$ cat config.mk
export PLATFORM = sky130hd
export DESIGN_NAME = prime_root_table_matvec_top_flat
export DESIGN_NICKNAME = d
export VERILOG_FILES = /design/src/rtl/prtm_pkg.sv /design/src/rtl/prtm_if.sv /design/src/rtl/prime_root_table_matvec_top.sv /design/src/rtl/prtm_store.sv /design/src/rtl/prtm_mac.sv /design/src/rtl/prtm_seq.sv /design/src/flat_wrapper.sv
export SDC_FILE = /design/constraint.sdc
export NUM_CORES = 2
export LEC_CHECK = 0
export BUFFER_PORTS_ARGS = -buffer_cell sky130_fd_sc_hd__clkbuf_2
export CAP_MARGIN = 25
export CORE_UTILIZATION = 41
export DETAILED_ROUTE_END_ITERATION = 6
export GPL_TIMING_DRIVEN = 0
export PLACE_DENSITY = 0.67
export SLEW_MARGIN = 0
export SYNTH_ARGS = -nofsm -noshare
export SYNTH_HDL_FRONTEND = slang
export SYNTH_SLANG_ARGS = --single-unit
export TNS_END_PERCENT = 20
$ cat constraint.sdc
create_clock -name i_clk -period 7.45 [get_ports i_clk]
set_clock_uncertainty 0.1 [all_clocks]
set_input_delay 0.745 -clock i_clk [delete_from_list [all_inputs] [get_ports i_clk]]
set_output_delay 0.745 -clock i_clk [all_outputs]
set_load 0.05 [all_outputs]
$ cat src/rtl/prtm_pkg.sv
package prtm_pkg;

    // Field and register widths fixed by the item format
    localparam int PRIME_W    = 5;
    localparam int IDX_W      = 5;
    localparam int COEF_W     = 18;
    localparam int RES_W      = 32;

    // Reset value of the prime register
    localparam logic [PRIME_W-1:0] PRIME_RESET = 5'd3;

    // sqrt(2) in Q1.15, accumulator clamp and output scaling
    localparam int SQRT2_Q15  = 46341;
    localparam int CLAMP_LOG  = 47;
    localparam int CLAMP_W    = CLAMP_LOG + 2;
    localparam int SPLIT_LO   = 24;
    localparam int SPLIT_HI_W = CLAMP_W - SPLIT_LO;
    localparam int OUT_SHIFT  = 31;

    // Item kinds
    localparam logic KIND_TABLE  = 1'b0;
    localparam logic KIND_SAMPLE = 1'b1;

    typedef enum logic [2:0] {
        ST_IDLE,
        ST_MAC,
        ST_DRAIN,
        ST_CLAMP,
        ST_SLO,
        ST_SHI,
        ST_FIN,
        ST_EMIT
    } t_state;

    // Steps of the shared multiply/accumulate unit
    typedef struct packed {
        logic term;
        logic clear;
        logic clamp;
        logic scale_lo;
        logic scale_hi;
        logic finish;
        logic load_pass;
    } t_mac_ctl;

    // Read request to the coefficient and sample memories
    typedef struct packed {
        logic               sel_imag;
        logic [PRIME_W-1:0] coef_idx;
        logic [PRIME_W-1:0] samp_idx;
    } t_rd_req;

endpackage

$ cat src/rtl/prtm_if.sv
interface prtm_in_if #(
    parameter int SAMPLE_BITS = 24
);
    import prtm_pkg::*;

    logic                     valid;
    logic                     ready;
    logic                     kind;
    logic [IDX_W-1:0]         table_index;
    logic signed [COEF_W-1:0] coef_real;
    logic signed [COEF_W-1:0] coef_imag;
    logic signed [SAMPLE_BITS-1:0] sample;

    modport source (
        output valid, kind, table_index, coef_real, coef_imag, sample,
        input  ready
    );
    modport sink (
        input  valid, kind, table_index, coef_real, coef_imag, sample,
        output ready
    );
endinterface

interface prtm_cfg_if;
    import prtm_pkg::*;

    logic               valid;
    logic               ready;
    logic [PRIME_W-1:0] data;

    modport source (output valid, data, input ready);
    modport sink (input valid, data, output ready);
endinterface

interface prtm_out_if;
    import prtm_pkg::*;

    logic                    valid;
    logic                    ready;
    logic signed [RES_W-1:0] result_value;
    logic                    result_last;

    modport source (output valid, result_value, result_last, input ready);
    modport sink (input valid, result_value, result_last, output ready);
endinterface

$ cat src/rtl/prime_root_table_matvec_top.sv
// Prime-size transform over a loadable table of inverse roots of unity. Kind 0
// items write one table entry; kind 1 items collect the p-1 samples of a vector,
// and the last sample starts the transform, which emits p-1 results in row order
// with result_last on the final one (for p = 2 the sample passes through). After
// the last sample the block is busy and takes no items: each row runs p-1
// multiply-accumulates through one shared multiplier of 18 bits by the larger of
// the sample width and 25 bits, drains the read and multiply stages, clamps,
// scales by sqrt(2) on the same multiplier in two halves, rounds and saturates,
// and hands the result to the output register once that register is free. Write
// the prime only while the block is idle; a write discards any partly collected
// vector but keeps the table.
module prime_root_table_matvec_top #(
    parameter int MAX_PRIME   = 31,
    parameter int SAMPLE_BITS = 24
) (
    input  logic        i_clk,
    input  logic        i_rst_n,
    prtm_in_if.sink     i_in,
    prtm_cfg_if.sink    i_cfg,
    prtm_out_if.source  o_out
);
    import prtm_pkg::*;

    logic                     ready;
    logic                     tbl_we;
    logic                     vec_we;
    logic [PRIME_W-1:0]       vec_idx;
    t_rd_req                  rd_req;
    t_mac_ctl                 mac_ctl;
    logic signed [COEF_W-1:0] rd_coef;
    logic signed [SAMPLE_BITS-1:0] rd_samp;
    logic signed [RES_W-1:0]  mac_res;
    logic                     out_free;
    logic                     emit;
    logic                     last;

    logic                     r_out_valid;
    logic signed [RES_W-1:0]  r_out_value;
    logic                     r_out_last;

    assign i_cfg.ready = 1'b1;
    assign i_in.ready  = ready;
    assign tbl_we      = i_in.valid && ready && (i_in.kind == KIND_TABLE);
    assign out_free    = !r_out_valid || o_out.ready;

    prtm_seq #(
        .MAX_PRIME (MAX_PRIME)
    ) u_seq (
        .i_clk        (i_clk),
        .i_rst_n      (i_rst_n),
        .i_cfg_we     (i_cfg.valid),
        .i_cfg_prime  (i_cfg.data),
        .i_item_valid (i_in.valid),
        .i_kind       (i_in.kind),
        .o_ready      (ready),
        .o_vec_we     (vec_we),
        .o_vec_idx    (vec_idx),
        .o_rd         (rd_req),
        .o_ctl        (mac_ctl),
        .i_out_free   (out_free),
        .o_emit       (emit),
        .o_last       (last)
    );

    prtm_store #(
        .MAX_PRIME   (MAX_PRIME),
        .SAMPLE_BITS (SAMPLE_BITS)
    ) u_store (
        .i_clk       (i_clk),
        .i_tbl_we    (tbl_we),
        .i_tbl_idx   (i_in.table_index),
        .i_coef_real (i_in.coef_real),
        .i_coef_imag (i_in.coef_imag),
        .i_vec_we    (vec_we),
        .i_vec_idx   (vec_idx),
        .i_sample    (i_in.sample),
        .i_rd        (rd_req),
        .o_coef      (rd_coef),
        .o_samp      (rd_samp)
    );

    prtm_mac #(
        .SAMPLE_BITS (SAMPLE_BITS)
    ) u_mac (
        .i_clk   (i_clk),
        .i_rst_n (i_rst_n),
        .i_ctl   (mac_ctl),
        .i_coef  (rd_coef),
        .i_samp  (rd_samp),
        .i_pass  (i_in.sample),
        .o_res   (mac_res)
    );

    // Hold a result until its transfer completes
    always_ff @(posedge i_clk) begin
        if (!i_rst_n) begin
            r_out_valid <= 1'b0;
        end else if (emit) begin
            r_out_valid <= 1'b1;
        end else if (o_out.ready) begin
            r_out_valid <= 1'b0;
        end
    end

    // Load the result payload
    always_ff @(posedge i_clk) begin
        if (emit) begin
            r_out_value <= mac_res;
            r_out_last  <= last;
        end
    end

    assign o_out.valid        = r_out_valid;
    assign o_out.result_value = r_out_value;
    assign o_out.result_last  = r_out_last;

endmodule

$ cat src/rtl/prtm_store.sv
module prtm_store #(
    parameter int MAX_PRIME   = 31,
    parameter int SAMPLE_BITS = 24
) (
    input  logic                             i_clk,
    input  logic                             i_tbl_we,
    input  logic [prtm_pkg::IDX_W-1:0]       i_tbl_idx,
    input  logic signed [prtm_pkg::COEF_W-1:0] i_coef_real,
    input  logic signed [prtm_pkg::COEF_W-1:0] i_coef_imag,
    input  logic                             i_vec_we,
    input  logic [prtm_pkg::PRIME_W-1:0]     i_vec_idx,
    input  logic signed [SAMPLE_BITS-1:0]    i_sample,
    input  prtm_pkg::t_rd_req                i_rd,
    output logic signed [prtm_pkg::COEF_W-1:0] o_coef,
    output logic signed [SAMPLE_BITS-1:0]    o_samp
);
    import prtm_pkg::*;

    localparam int DEPTH = MAX_PRIME + 1;
    localparam int AW    = $clog2(DEPTH);

    logic signed [COEF_W-1:0]      r_real_mem [DEPTH];
    logic signed [COEF_W-1:0]      r_imag_mem [DEPTH];
    logic signed [SAMPLE_BITS-1:0] r_vec_mem  [DEPTH];
    logic signed [COEF_W-1:0]      r_coef;
    logic signed [SAMPLE_BITS-1:0] r_samp;

    // Write a table entry; drop indexes beyond the table
    always_ff @(posedge i_clk) begin
        if (i_tbl_we && (int'(i_tbl_idx) <= MAX_PRIME)) begin
            r_real_mem[AW'(i_tbl_idx)] <= i_coef_real;
            r_imag_mem[AW'(i_tbl_idx)] <= i_coef_imag;
        end
    end

    // Write one vector sample
    always_ff @(posedge i_clk) begin
        if (i_vec_we) begin
            r_vec_mem[AW'(i_vec_idx)] <= i_sample;
        end
    end

    // Registered reads, real or imaginary half picked by column
    always_ff @(posedge i_clk) begin
        r_coef <= i_rd.sel_imag ? r_imag_mem[AW'(i_rd.coef_idx)]
                                : r_real_mem[AW'(i_rd.coef_idx)];
        r_samp <= r_vec_mem[AW'(i_rd.samp_idx)];
    end

    assign o_coef = r_coef;
    assign o_samp = r_samp;

endmodule

$ cat src/rtl/prtm_mac.sv
module prtm_mac #(
    parameter int SAMPLE_BITS = 24
) (
    input  logic                               i_clk,
    input  logic                               i_rst_n,
    input  prtm_pkg::t_mac_ctl                 i_ctl,
    input  logic signed [prtm_pkg::COEF_W-1:0] i_coef,
    input  logic signed [SAMPLE_BITS-1:0]      i_samp,
    input  logic signed [SAMPLE_BITS-1:0]      i_pass,
    output logic signed [prtm_pkg::RES_W-1:0]  o_res
);
    import prtm_pkg::*;

    localparam int MA_W  = (SAMPLE_BITS > SPLIT_HI_W) ? SAMPLE_BITS : SPLIT_HI_W;
    localparam int P_W   = MA_W + COEF_W;
    localparam int ACC_W = SAMPLE_BITS + COEF_W + 5;
    localparam int CW    = (ACC_W > CLAMP_W) ? ACC_W : CLAMP_W;
    localparam int PLO_W = SPLIT_LO + COEF_W;
    localparam int SUM_W = 66;
    localparam int SH_W  = SUM_W - OUT_SHIFT;

    localparam logic signed [CW-1:0] CLAMP_HI = CW'(64'sd1 <<< CLAMP_LOG);
    localparam logic signed [CW-1:0] CLAMP_LO = -CLAMP_HI;

    logic                     r_v1;
    logic                     r_v2;
    logic signed [P_W-1:0]    r_prod;
    logic signed [ACC_W-1:0]  r_acc;
    logic signed [CLAMP_W-1:0] r_clamp;
    logic [PLO_W-1:0]         r_plo;
    logic signed [RES_W-1:0]  r_res;

    logic signed [MA_W-1:0]   mul_a;
    logic signed [COEF_W-1:0] mul_b;
    logic signed [P_W-1:0]    mul_p;
    logic signed [CW-1:0]     acc_ext;
    logic signed [CLAMP_W-1:0] clamp_n;
    logic signed [SUM_W-1:0]  sum;
    logic [SH_W-1:0]          shifted;
    logic [SH_W-RES_W:0]      upper;
    logic signed [RES_W-1:0]  sat;

    // Pick multiplier operands: sample times coefficient, or a half of the
    // clamped sum times sqrt(2)
    always_comb begin
        mul_a = MA_W'(i_samp);
        mul_b = i_coef;
        if (i_ctl.scale_lo) begin
            mul_a = MA_W'($signed({1'b0, r_clamp[SPLIT_LO-1:0]}));
            mul_b = COEF_W'(SQRT2_Q15);
        end else if (i_ctl.scale_hi) begin
            mul_a = MA_W'($signed(r_clamp[CLAMP_W-1:SPLIT_LO]));
            mul_b = COEF_W'(SQRT2_Q15);
        end
        mul_p = mul_a * mul_b;
    end

    // Clamp the row sum to plus or minus 2^47
    always_comb begin
        acc_ext = CW'(r_acc);
        if (acc_ext > CLAMP_HI) begin
            clamp_n = CLAMP_W'(CLAMP_HI);
        end else if (acc_ext < CLAMP_LO) begin
            clamp_n = CLAMP_W'(CLAMP_LO);
        end else begin
            clamp_n = CLAMP_W'(acc_ext);
        end
    end

    // Join the partial products, round half up, saturate to 32 bits
    always_comb begin
        sum     = (SUM_W'(r_prod) <<< SPLIT_LO) + SUM_W'($signed({1'b0, r_plo}));
        shifted = sum[SUM_W-1:OUT_SHIFT];
        upper   = shifted[SH_W-1:RES_W-1];
        if ((upper == '0) || (upper == '1)) begin
            sat = shifted[RES_W-1:0];
        end else if (shifted[SH_W-1]) begin
            sat = {1'b1, {(RES_W-1){1'b0}}};
        end else begin
            sat = {1'b0, {(RES_W-1){1'b1}}};
        end
    end

    // Track term validity through read and multiply stages
    always_ff @(posedge i_clk) begin
        if (!i_rst_n) begin
            r_v1 <= 1'b0;
            r_v2 <= 1'b0;
        end else begin
            r_v1 <= i_ctl.term;
            r_v2 <= r_v1;
        end
    end

    // Shared multiplier, accumulator and scaling registers
    always_ff @(posedge i_clk) begin
        if (r_v1 || i_ctl.scale_lo || i_ctl.scale_hi) begin
            r_prod <= mul_p;
        end
        if (i_ctl.clear) begin
            r_acc <= '0;
        end else if (r_v2) begin
            r_acc <= r_acc + ACC_W'(r_prod);
        end
        if (i_ctl.clamp) begin
            r_clamp <= clamp_n;
        end
        if (i_ctl.scale_hi) begin
            r_plo <= r_prod[PLO_W-1:0] + (PLO_W'(1) << (OUT_SHIFT - 1));
        end
        if (i_ctl.finish) begin
            r_res <= sat;
        end else if (i_ctl.load_pass) begin
            r_res <= RES_W'(i_pass);
        end
    end

    assign o_res = r_res;

endmodule

$ cat src/rtl/prtm_seq.sv
module prtm_seq #(
    parameter int MAX_PRIME = 31
) (
    input  logic                         i_clk,
    input  logic                         i_rst_n,
    input  logic                         i_cfg_we,
    input  logic [prtm_pkg::PRIME_W-1:0] i_cfg_prime,
    input  logic                         i_item_valid,
    input  logic                         i_kind,
    output logic                         o_ready,
    output logic                         o_vec_we,
    output logic [prtm_pkg::PRIME_W-1:0] o_vec_idx,
    output prtm_pkg::t_rd_req            o_rd,
    output prtm_pkg::t_mac_ctl           o_ctl,
    input  logic                         i_out_free,
    output logic                         o_emit,
    output logic                         o_last
);
    import prtm_pkg::*;

    t_state             r_state, n_state;
    logic [PRIME_W-1:0] r_prime, n_prime;
    logic [PRIME_W-1:0] r_count, n_count;
    logic [PRIME_W-1:0] r_row, n_row;
    logic [PRIME_W-1:0] r_c, n_c;
    logic [PRIME_W-1:0] r_k, n_k;
    logic               r_dly, n_dly;

    logic [PRIME_W-1:0] p_eff;
    logic [PRIME_W-1:0] n_len;
    logic [PRIME_W-1:0] half;
    logic [PRIME_W-1:0] cnt_idx;
    logic [PRIME_W:0]   k_sum;
    logic [PRIME_W:0]   k_red;
    logic [PRIME_W-1:0] k_next;

    // Effective prime, vector length and column split
    always_comb begin
        if (r_prime < PRIME_W'(2)) begin
            p_eff = PRIME_W'(2);
        end else if (int'(r_prime) > MAX_PRIME) begin
            p_eff = PRIME_W'(MAX_PRIME);
        end else begin
            p_eff = r_prime;
        end
        n_len   = p_eff - PRIME_W'(1);
        half    = p_eff >> 1;
        cnt_idx = (r_count >= n_len) ? '0 : r_count;
        k_sum   = {1'b0, r_k} + {1'b0, r_row};
        k_red   = k_sum - {1'b0, p_eff};
        k_next  = (k_sum >= {1'b0, p_eff}) ? k_red[PRIME_W-1:0] : k_sum[PRIME_W-1:0];
    end

    // State and counter registers
    always_ff @(posedge i_clk) begin
        if (!i_rst_n) begin
            r_state <= ST_IDLE;
            r_prime <= PRIME_RESET;
            r_count <= '0;
            r_row   <= '0;
            r_c     <= '0;
            r_k     <= '0;
            r_dly   <= 1'b0;
        end else begin
            r_state <= n_state;
            r_prime <= n_prime;
            r_count <= n_count;
            r_row   <= n_row;
            r_c     <= n_c;
            r_k     <= n_k;
            r_dly   <= n_dly;
        end
    end

    // Next state and step controls
    always_comb begin
        n_state  = r_state;
        n_prime  = r_prime;
        n_count  = r_count;
        n_row    = r_row;
        n_c      = r_c;
        n_k      = r_k;
        n_dly    = r_dly;
        o_ctl    = '0;
        o_ready  = 1'b0;
        o_vec_we = 1'b0;
        o_emit   = 1'b0;

        unique case (r_state)
            ST_IDLE: begin
                o_ready = 1'b1;
                if (i_item_valid && (i_kind == KIND_SAMPLE)) begin
                    o_vec_we = 1'b1;
                    if (cnt_idx == (n_len - PRIME_W'(1))) begin
                        n_count = '0;
                        n_row   = '0;
                        if (p_eff == PRIME_W'(2)) begin
                            o_ctl.load_pass = 1'b1;
                            n_state         = ST_EMIT;
                        end else begin
                            o_ctl.clear = 1'b1;
                            n_c         = PRIME_W'(1);
                            n_k         = '0;
                            n_state     = ST_MAC;
                        end
                    end else begin
                        n_count = cnt_idx + PRIME_W'(1);
                    end
                end
            end
            ST_MAC: begin
                o_ctl.term = 1'b1;
                n_c        = r_c + PRIME_W'(1);
                n_k        = k_next;
                if (r_c == n_len) begin
                    n_dly   = 1'b0;
                    n_state = ST_DRAIN;
                end
            end
            ST_DRAIN: begin
                n_dly = 1'b1;
                if (r_dly) begin
                    n_state = ST_CLAMP;
                end
            end
            ST_CLAMP: begin
                o_ctl.clamp = 1'b1;
                n_state     = ST_SLO;
            end
            ST_SLO: begin
                o_ctl.scale_lo = 1'b1;
                n_state        = ST_SHI;
            end
            ST_SHI: begin
                o_ctl.scale_hi = 1'b1;
                n_state        = ST_FIN;
            end
            ST_FIN: begin
                o_ctl.finish = 1'b1;
                n_state      = ST_EMIT;
            end
            ST_EMIT: begin
                if (i_out_free) begin
                    o_emit = 1'b1;
                    if (r_row == (n_len - PRIME_W'(1))) begin
                        n_state = ST_IDLE;
                    end else begin
                        o_ctl.clear = 1'b1;
                        n_row       = r_row + PRIME_W'(1);
                        n_k         = r_row + PRIME_W'(1);
                        n_c         = PRIME_W'(1);
                        n_state     = ST_MAC;
                    end
                end
            end
        endcase

        // Take a new prime and drop any partial vector
        if (i_cfg_we) begin
            n_prime = i_cfg_prime;
            n_count = '0;
        end
    end

    assign o_vec_idx     = cnt_idx;
    assign o_rd.sel_imag = (r_c > half);
    assign o_rd.coef_idx = r_k;
    assign o_rd.samp_idx = r_c - PRIME_W'(1);
    assign o_last        = (r_row == (n_len - PRIME_W'(1)));

    a_k_range: assert property (@(posedge i_clk) disable iff (!i_rst_n)
        (r_state == ST_MAC) |-> (r_k < p_eff))
        else $error("table index out of range during accumulation");

    a_col_range: assert property (@(posedge i_clk) disable iff (!i_rst_n)
        (r_state == ST_MAC) |-> ((r_c >= PRIME_W'(1)) && (r_c <= n_len)))
        else $error("column counter out of range");

    a_count_range: assert property (@(posedge i_clk) disable iff (!i_rst_n)
        (r_state == ST_IDLE) |-> (r_count < n_len))
        else $error("sample count beyond vector length");

    a_last_idle: assert property (@(posedge i_clk) disable iff (!i_rst_n)
        (o_emit && o_last) |=> (r_state == ST_IDLE))
        else $error("sequencer did not return to idle after last result");

endmodule
$ cat src/flat_wrapper.sv
// flat-port wrapper written by rule: the top's interface ports become plain ports
module prime_root_table_matvec_top_flat import prtm_pkg::*;
#(
    parameter int MAX_PRIME   = 31,
    parameter int SAMPLE_BITS = 24
)
  (i_clk, i_rst_n, i_in_valid, i_in_kind, i_in_table_index, i_in_coef_real, i_in_coef_imag, i_in_sample, i_in_ready, i_cfg_valid, i_cfg_data, i_cfg_ready, o_out_valid, o_out_result_value, o_out_result_last, o_out_ready);
  prtm_in_if #(.SAMPLE_BITS(SAMPLE_BITS)) i_in_i ();
  prtm_cfg_if i_cfg_i ();
  prtm_out_if o_out_i ();
  input  logic i_clk;
  input  logic i_rst_n;
  input wire logic [$bits(i_in_i.valid)-1:0] i_in_valid;
  input wire logic [$bits(i_in_i.kind)-1:0] i_in_kind;
  input wire logic [$bits(i_in_i.table_index)-1:0] i_in_table_index;
  input wire logic [$bits(i_in_i.coef_real)-1:0] i_in_coef_real;
  input wire logic [$bits(i_in_i.coef_imag)-1:0] i_in_coef_imag;
  input wire logic [$bits(i_in_i.sample)-1:0] i_in_sample;
  output wire logic [$bits(i_in_i.ready)-1:0] i_in_ready;
  input wire logic [$bits(i_cfg_i.valid)-1:0] i_cfg_valid;
  input wire logic [$bits(i_cfg_i.data)-1:0] i_cfg_data;
  output wire logic [$bits(i_cfg_i.ready)-1:0] i_cfg_ready;
  output wire logic [$bits(o_out_i.valid)-1:0] o_out_valid;
  output wire logic [$bits(o_out_i.result_value)-1:0] o_out_result_value;
  output wire logic [$bits(o_out_i.result_last)-1:0] o_out_result_last;
  input wire logic [$bits(o_out_i.ready)-1:0] o_out_ready;
  assign i_in_i.valid = i_in_valid;
  assign i_in_i.kind = i_in_kind;
  assign i_in_i.table_index = i_in_table_index;
  assign i_in_i.coef_real = i_in_coef_real;
  assign i_in_i.coef_imag = i_in_coef_imag;
  assign i_in_i.sample = i_in_sample;
  assign i_in_ready = i_in_i.ready;
  assign i_cfg_i.valid = i_cfg_valid;
  assign i_cfg_i.data = i_cfg_data;
  assign i_cfg_ready = i_cfg_i.ready;
  assign o_out_valid = o_out_i.valid;
  assign o_out_result_value = o_out_i.result_value;
  assign o_out_result_last = o_out_i.result_last;
  assign o_out_i.ready = o_out_ready;
  prime_root_table_matvec_top #(.MAX_PRIME(MAX_PRIME), .SAMPLE_BITS(SAMPLE_BITS)) u_core (.i_clk(i_clk), .i_rst_n(i_rst_n), .i_in(i_in_i), .i_cfg(i_cfg_i), .o_out(o_out_i));
endmodule
==> out/results.ini <==
[synthesis]
synth_area_um2 = 103600
async_flop_share = 0
yosysWarnings = 0
post_synth_num_cell_types = 82
seq_area_frac_synth = 0.6308
syn_area_per_cell_um2 = 17.18
synth-edff-count = 2093
synth_nets = 6751
synth_seq_cells = 2219
dominantRegCellSynth = edfxtp_1
netlist_instances = 6031

[timing]
layout_min_cycle_time_ns = 7.391
tightest_slew_ns = 1.163
fin_crit_sh = 0.9921
drv_slew = 0
timing.fmax_mhz = 135.3
rsz0062_at_grt = true
setup_viol = 0
hold_viol_final = 0
maxSlewHeadroom = 0.2244
final.setup.tns_ns = 0

[setup_path]
required_ns = 7.95
crit_family = adder cells
r2r_end = u_core.u_mac.r_prod[41]$_DFFE_PP_
worst-endpoint-arrival_ns = 7.89
crit_path_max_fanout = 5
ff2ff_path_depth = 27
endpoint_kind = flop
slowest_delay_ns = 0.56
path_class = flop to flop
critPathLaunchType = flop
worst_path_most_repeated_cell = fa_1
reg2reg_setup_slack_ns = 0.06
worstPathBufferInverterCount = 7
r2r-start = u_core.u_seq.r_state[0]$_SDFFE_PN0P_
crit_path_top_delay_cell = fa_1

[clocking]
cts.reportedPaths.clkPinSlew_ns = 0.06
clock_latency_ns = 0.86
cts_tree = yes
clockRootBuffer = clkbuf_16
clock-sinks = 2219
clock_path_buffers = 3
cts_made_buffers = 206
htreeDepth = 4
cts_hold_buffers = 0

[die]
fp.coreArea_um2 = 251400
rows = 184
die_y_um = 504.8
die_area_um2 = 254800
initial_core_util = 0.4122
ioPinCount = 112
fp.dieW_um = 504.8

[run_status]
violations = design-rule violations
outcome = finished with violations

[detailed_routing]
vias = 57390
drt_first_pass_iters = 7
avgViaCountPerCell = 5.718
routed_wl_mm = 284.8
avgRoutedWirePerCell_um = 28.38
drc = 35
drt-initial-drc-count = 6735
ant_nets = 0

[min_path]
min_from = i_cfg_data[1]
hold_end = u_core.u_seq.r_prime[1]$_SDFFE_PN1P_
hold_depth = 3
min_path_type = input port to flop

[grt]
antenna_found_initial = 15
grt_max_degree = 36
grt_pass1_vias = 58360
grt_overflow = 0
grt_pass1_wl_mm = 408.9
grtUsageTotal = 0.2222

[cells_and_area]
utilization = 0.4753
fill_cells = 20830
fin_nets = 7233
drive_gt1_frac = 0.2241
syn_to_final_growth_pct = 15.30

[place]
dpl.hpwl_mm = 201.6
portBuffers = 108
gp_congestion = 0.9825

[run]
maxCapViolations = 0

-- tightest hold or removal path: stages --
cell,delay (ns)
clkbuf_2,0.11
mux2i_1,0.07
nand2_1,0.06
-- cell usage after synthesis, drive strengths merged (10+ instances only) --
library cell,instances,area share
o21a,30,0.0022
nor2b,23,0.0014
nor3,23,0.0012
and3,34,0.0021
a21oi,137,0.0067
xnor2,98,0.0083
nand2b,27,0.0016
o21bai,17,0.0012
buf,71,0.0028
ha,200,0.024
mux4,618,0.13
mux2,24,0.0026
fa,444,0.086
mux2i,63,0.0061
nand3,215,0.010
nor2,362,0.013
or2,10,0.00060
nand2,273,0.0099
dfxtp,126,0.024
and2,18,0.0011
o21ai,87,0.0042
a211oi,15,0.0011
a21o,61,0.0044
a31oi,16,0.00097
o22ai,13,0.00078
xor2,49,0.0041
inv,546,0.020
nand4,10,0.00060
clkbuf,204,0.0074
a21boi,10,0.00072
edfxtp,2093,0.61
o211ai,16,0.0012
-- state kept, by name, summed over array words and instances, names as in the netlist, 5 cells and up, named ones only --
signal	cells
u_core.o_out.result_value	32
u_core.u_mac.o_res	32
u_core.u_mac.r_acc	47
u_core.u_mac.r_clamp	47
u_core.u_mac.r_plo	18
u_core.u_mac.r_prod	43
u_core.u_seq.r_c	5
u_core.u_seq.r_count	5
u_core.u_seq.r_k	5
u_core.u_seq.r_prime	5
u_core.u_seq.r_row	5
u_core.u_store.o_coef	18
u_core.u_store.o_samp	24
u_core.u_store.r_imag_mem	576
u_core.u_store.r_real_mem	576
u_core.u_store.r_vec_mem	768
-- per-stage QoR --
stage          hold WS (ns)  instances  area [um^2]  setup WS (ns)
2_1_floorplan        0.3003       6031       103600       -0.02142
3_3_place_gp         0.3029       9487       108400         -2.741
3_5_place_dp         0.3045       9607       111000         -2.308
4_1_cts             0.03340       9989       118600      0.0003482
5_1_grt             0.06871      10030       119500       -0.09831
6_report            0.07932      10040       119500        0.05870
-- per-layer routing --
| metal | wire length [um] | global-route usage | vias up |
|---|---|---|---|
| met2 | 137000 | 0.3602 | 2827 |
| met5 | 55 | 0 | - |
| met4 | 9780 | 0.07373 | 8 |
| met3 | 24860 | 0.04318 | 497 |
| met1 | 113100 | 0.3008 | 30230 |
| li1 | - | - | 23820 |
-- worst max path at each step --
| stage | depth (start not counted) | endpoint | from | slack, ns |
|---|---|---|---|---|
| floorplan | 30 | u_core.u_mac.r_prod[38]$_DFFE_PP_ | u_core.u_seq.r_state[1]$_SDFFE_PN0P_ | -0.02 |
| global placement | 27 | u_core.u_mac.r_prod[41]$_DFFE_PP_ | u_core.u_seq.r_state[0]$_SDFFE_PN0P_ | -2.74 |
| detailed placement | 28 | u_core.u_mac.r_prod[41]$_DFFE_PP_ | u_core.u_seq.r_state[1]$_SDFFE_PN0P_ | -2.31 |
| CTS | 27 | u_core.u_mac.r_prod[42]$_DFFE_PP_ | u_core.u_seq.r_state[0]$_SDFFE_PN0P_ | 0.0003 |
| global route | 26 | u_core.u_mac.r_prod[41]$_DFFE_PP_ | u_core.u_store.o_samp[13]$_DFF_P_ | -0.1 |
| finish | 27 | u_core.u_mac.r_prod[41]$_DFFE_PP_ | u_core.u_seq.r_state[0]$_SDFFE_PN0P_ | 0.06 |
-- layout make-up --
type	count	area, um^2	area share
Sequential cell	2219	65390	0.5472
Multi-Input combinational cell	2991	36390	0.3046
Clock buffer	251	5375	0.04499
Tap cell	3348	4189	0.03506
Timing Repair Buffer	291	3437	0.02877
Inverter	546	2057	0.01722
Clock inverter	125	1345	0.01126
Buffer	258	1289	0.01079
Antenna cell	7	17.52	0.0001466
-- cells in the final DEF, fill, tap and decap left out, drive strengths merged, types with 61 or more instances in the layout --
cell / instances
edfxtp: 2093
mux4: 618
inv: 552
clkbuf: 542
fa: 444
nor2: 362
nand2: 273
buf: 258
nand3: 215
ha: 200
a21oi: 137
dfxtp: 126
xnor2: 98
o21ai: 87
clkinv: 87
mux2i: 63
a21o: 61
-- cells by family after synthesis --
logic type / synth area share
flip-flops: 0.6308
AND/OR/NAND/NOR: 0.04453
buffers and inverters: 0.02992
multiplexers: 0.1430
adder cells (fa/ha/maj): 0.1099
AO/OA/AOI/OAI: 0.02913
XOR/XNOR: 0.01264
other: 0.00003619
-- timing repair --
item                                    4_1_cts  5_1_grt
resized for setup                           228       95
endpoints found under the hold margin         0        0
cloned                                        0        2
endpoints found under the setup margin       31       11
buffers inserted                             17       22
pin swaps                                    10       25
Power is not shown: default switching activity piles up to over one toggle a cycle in this logic, so the estimate is an artifact.
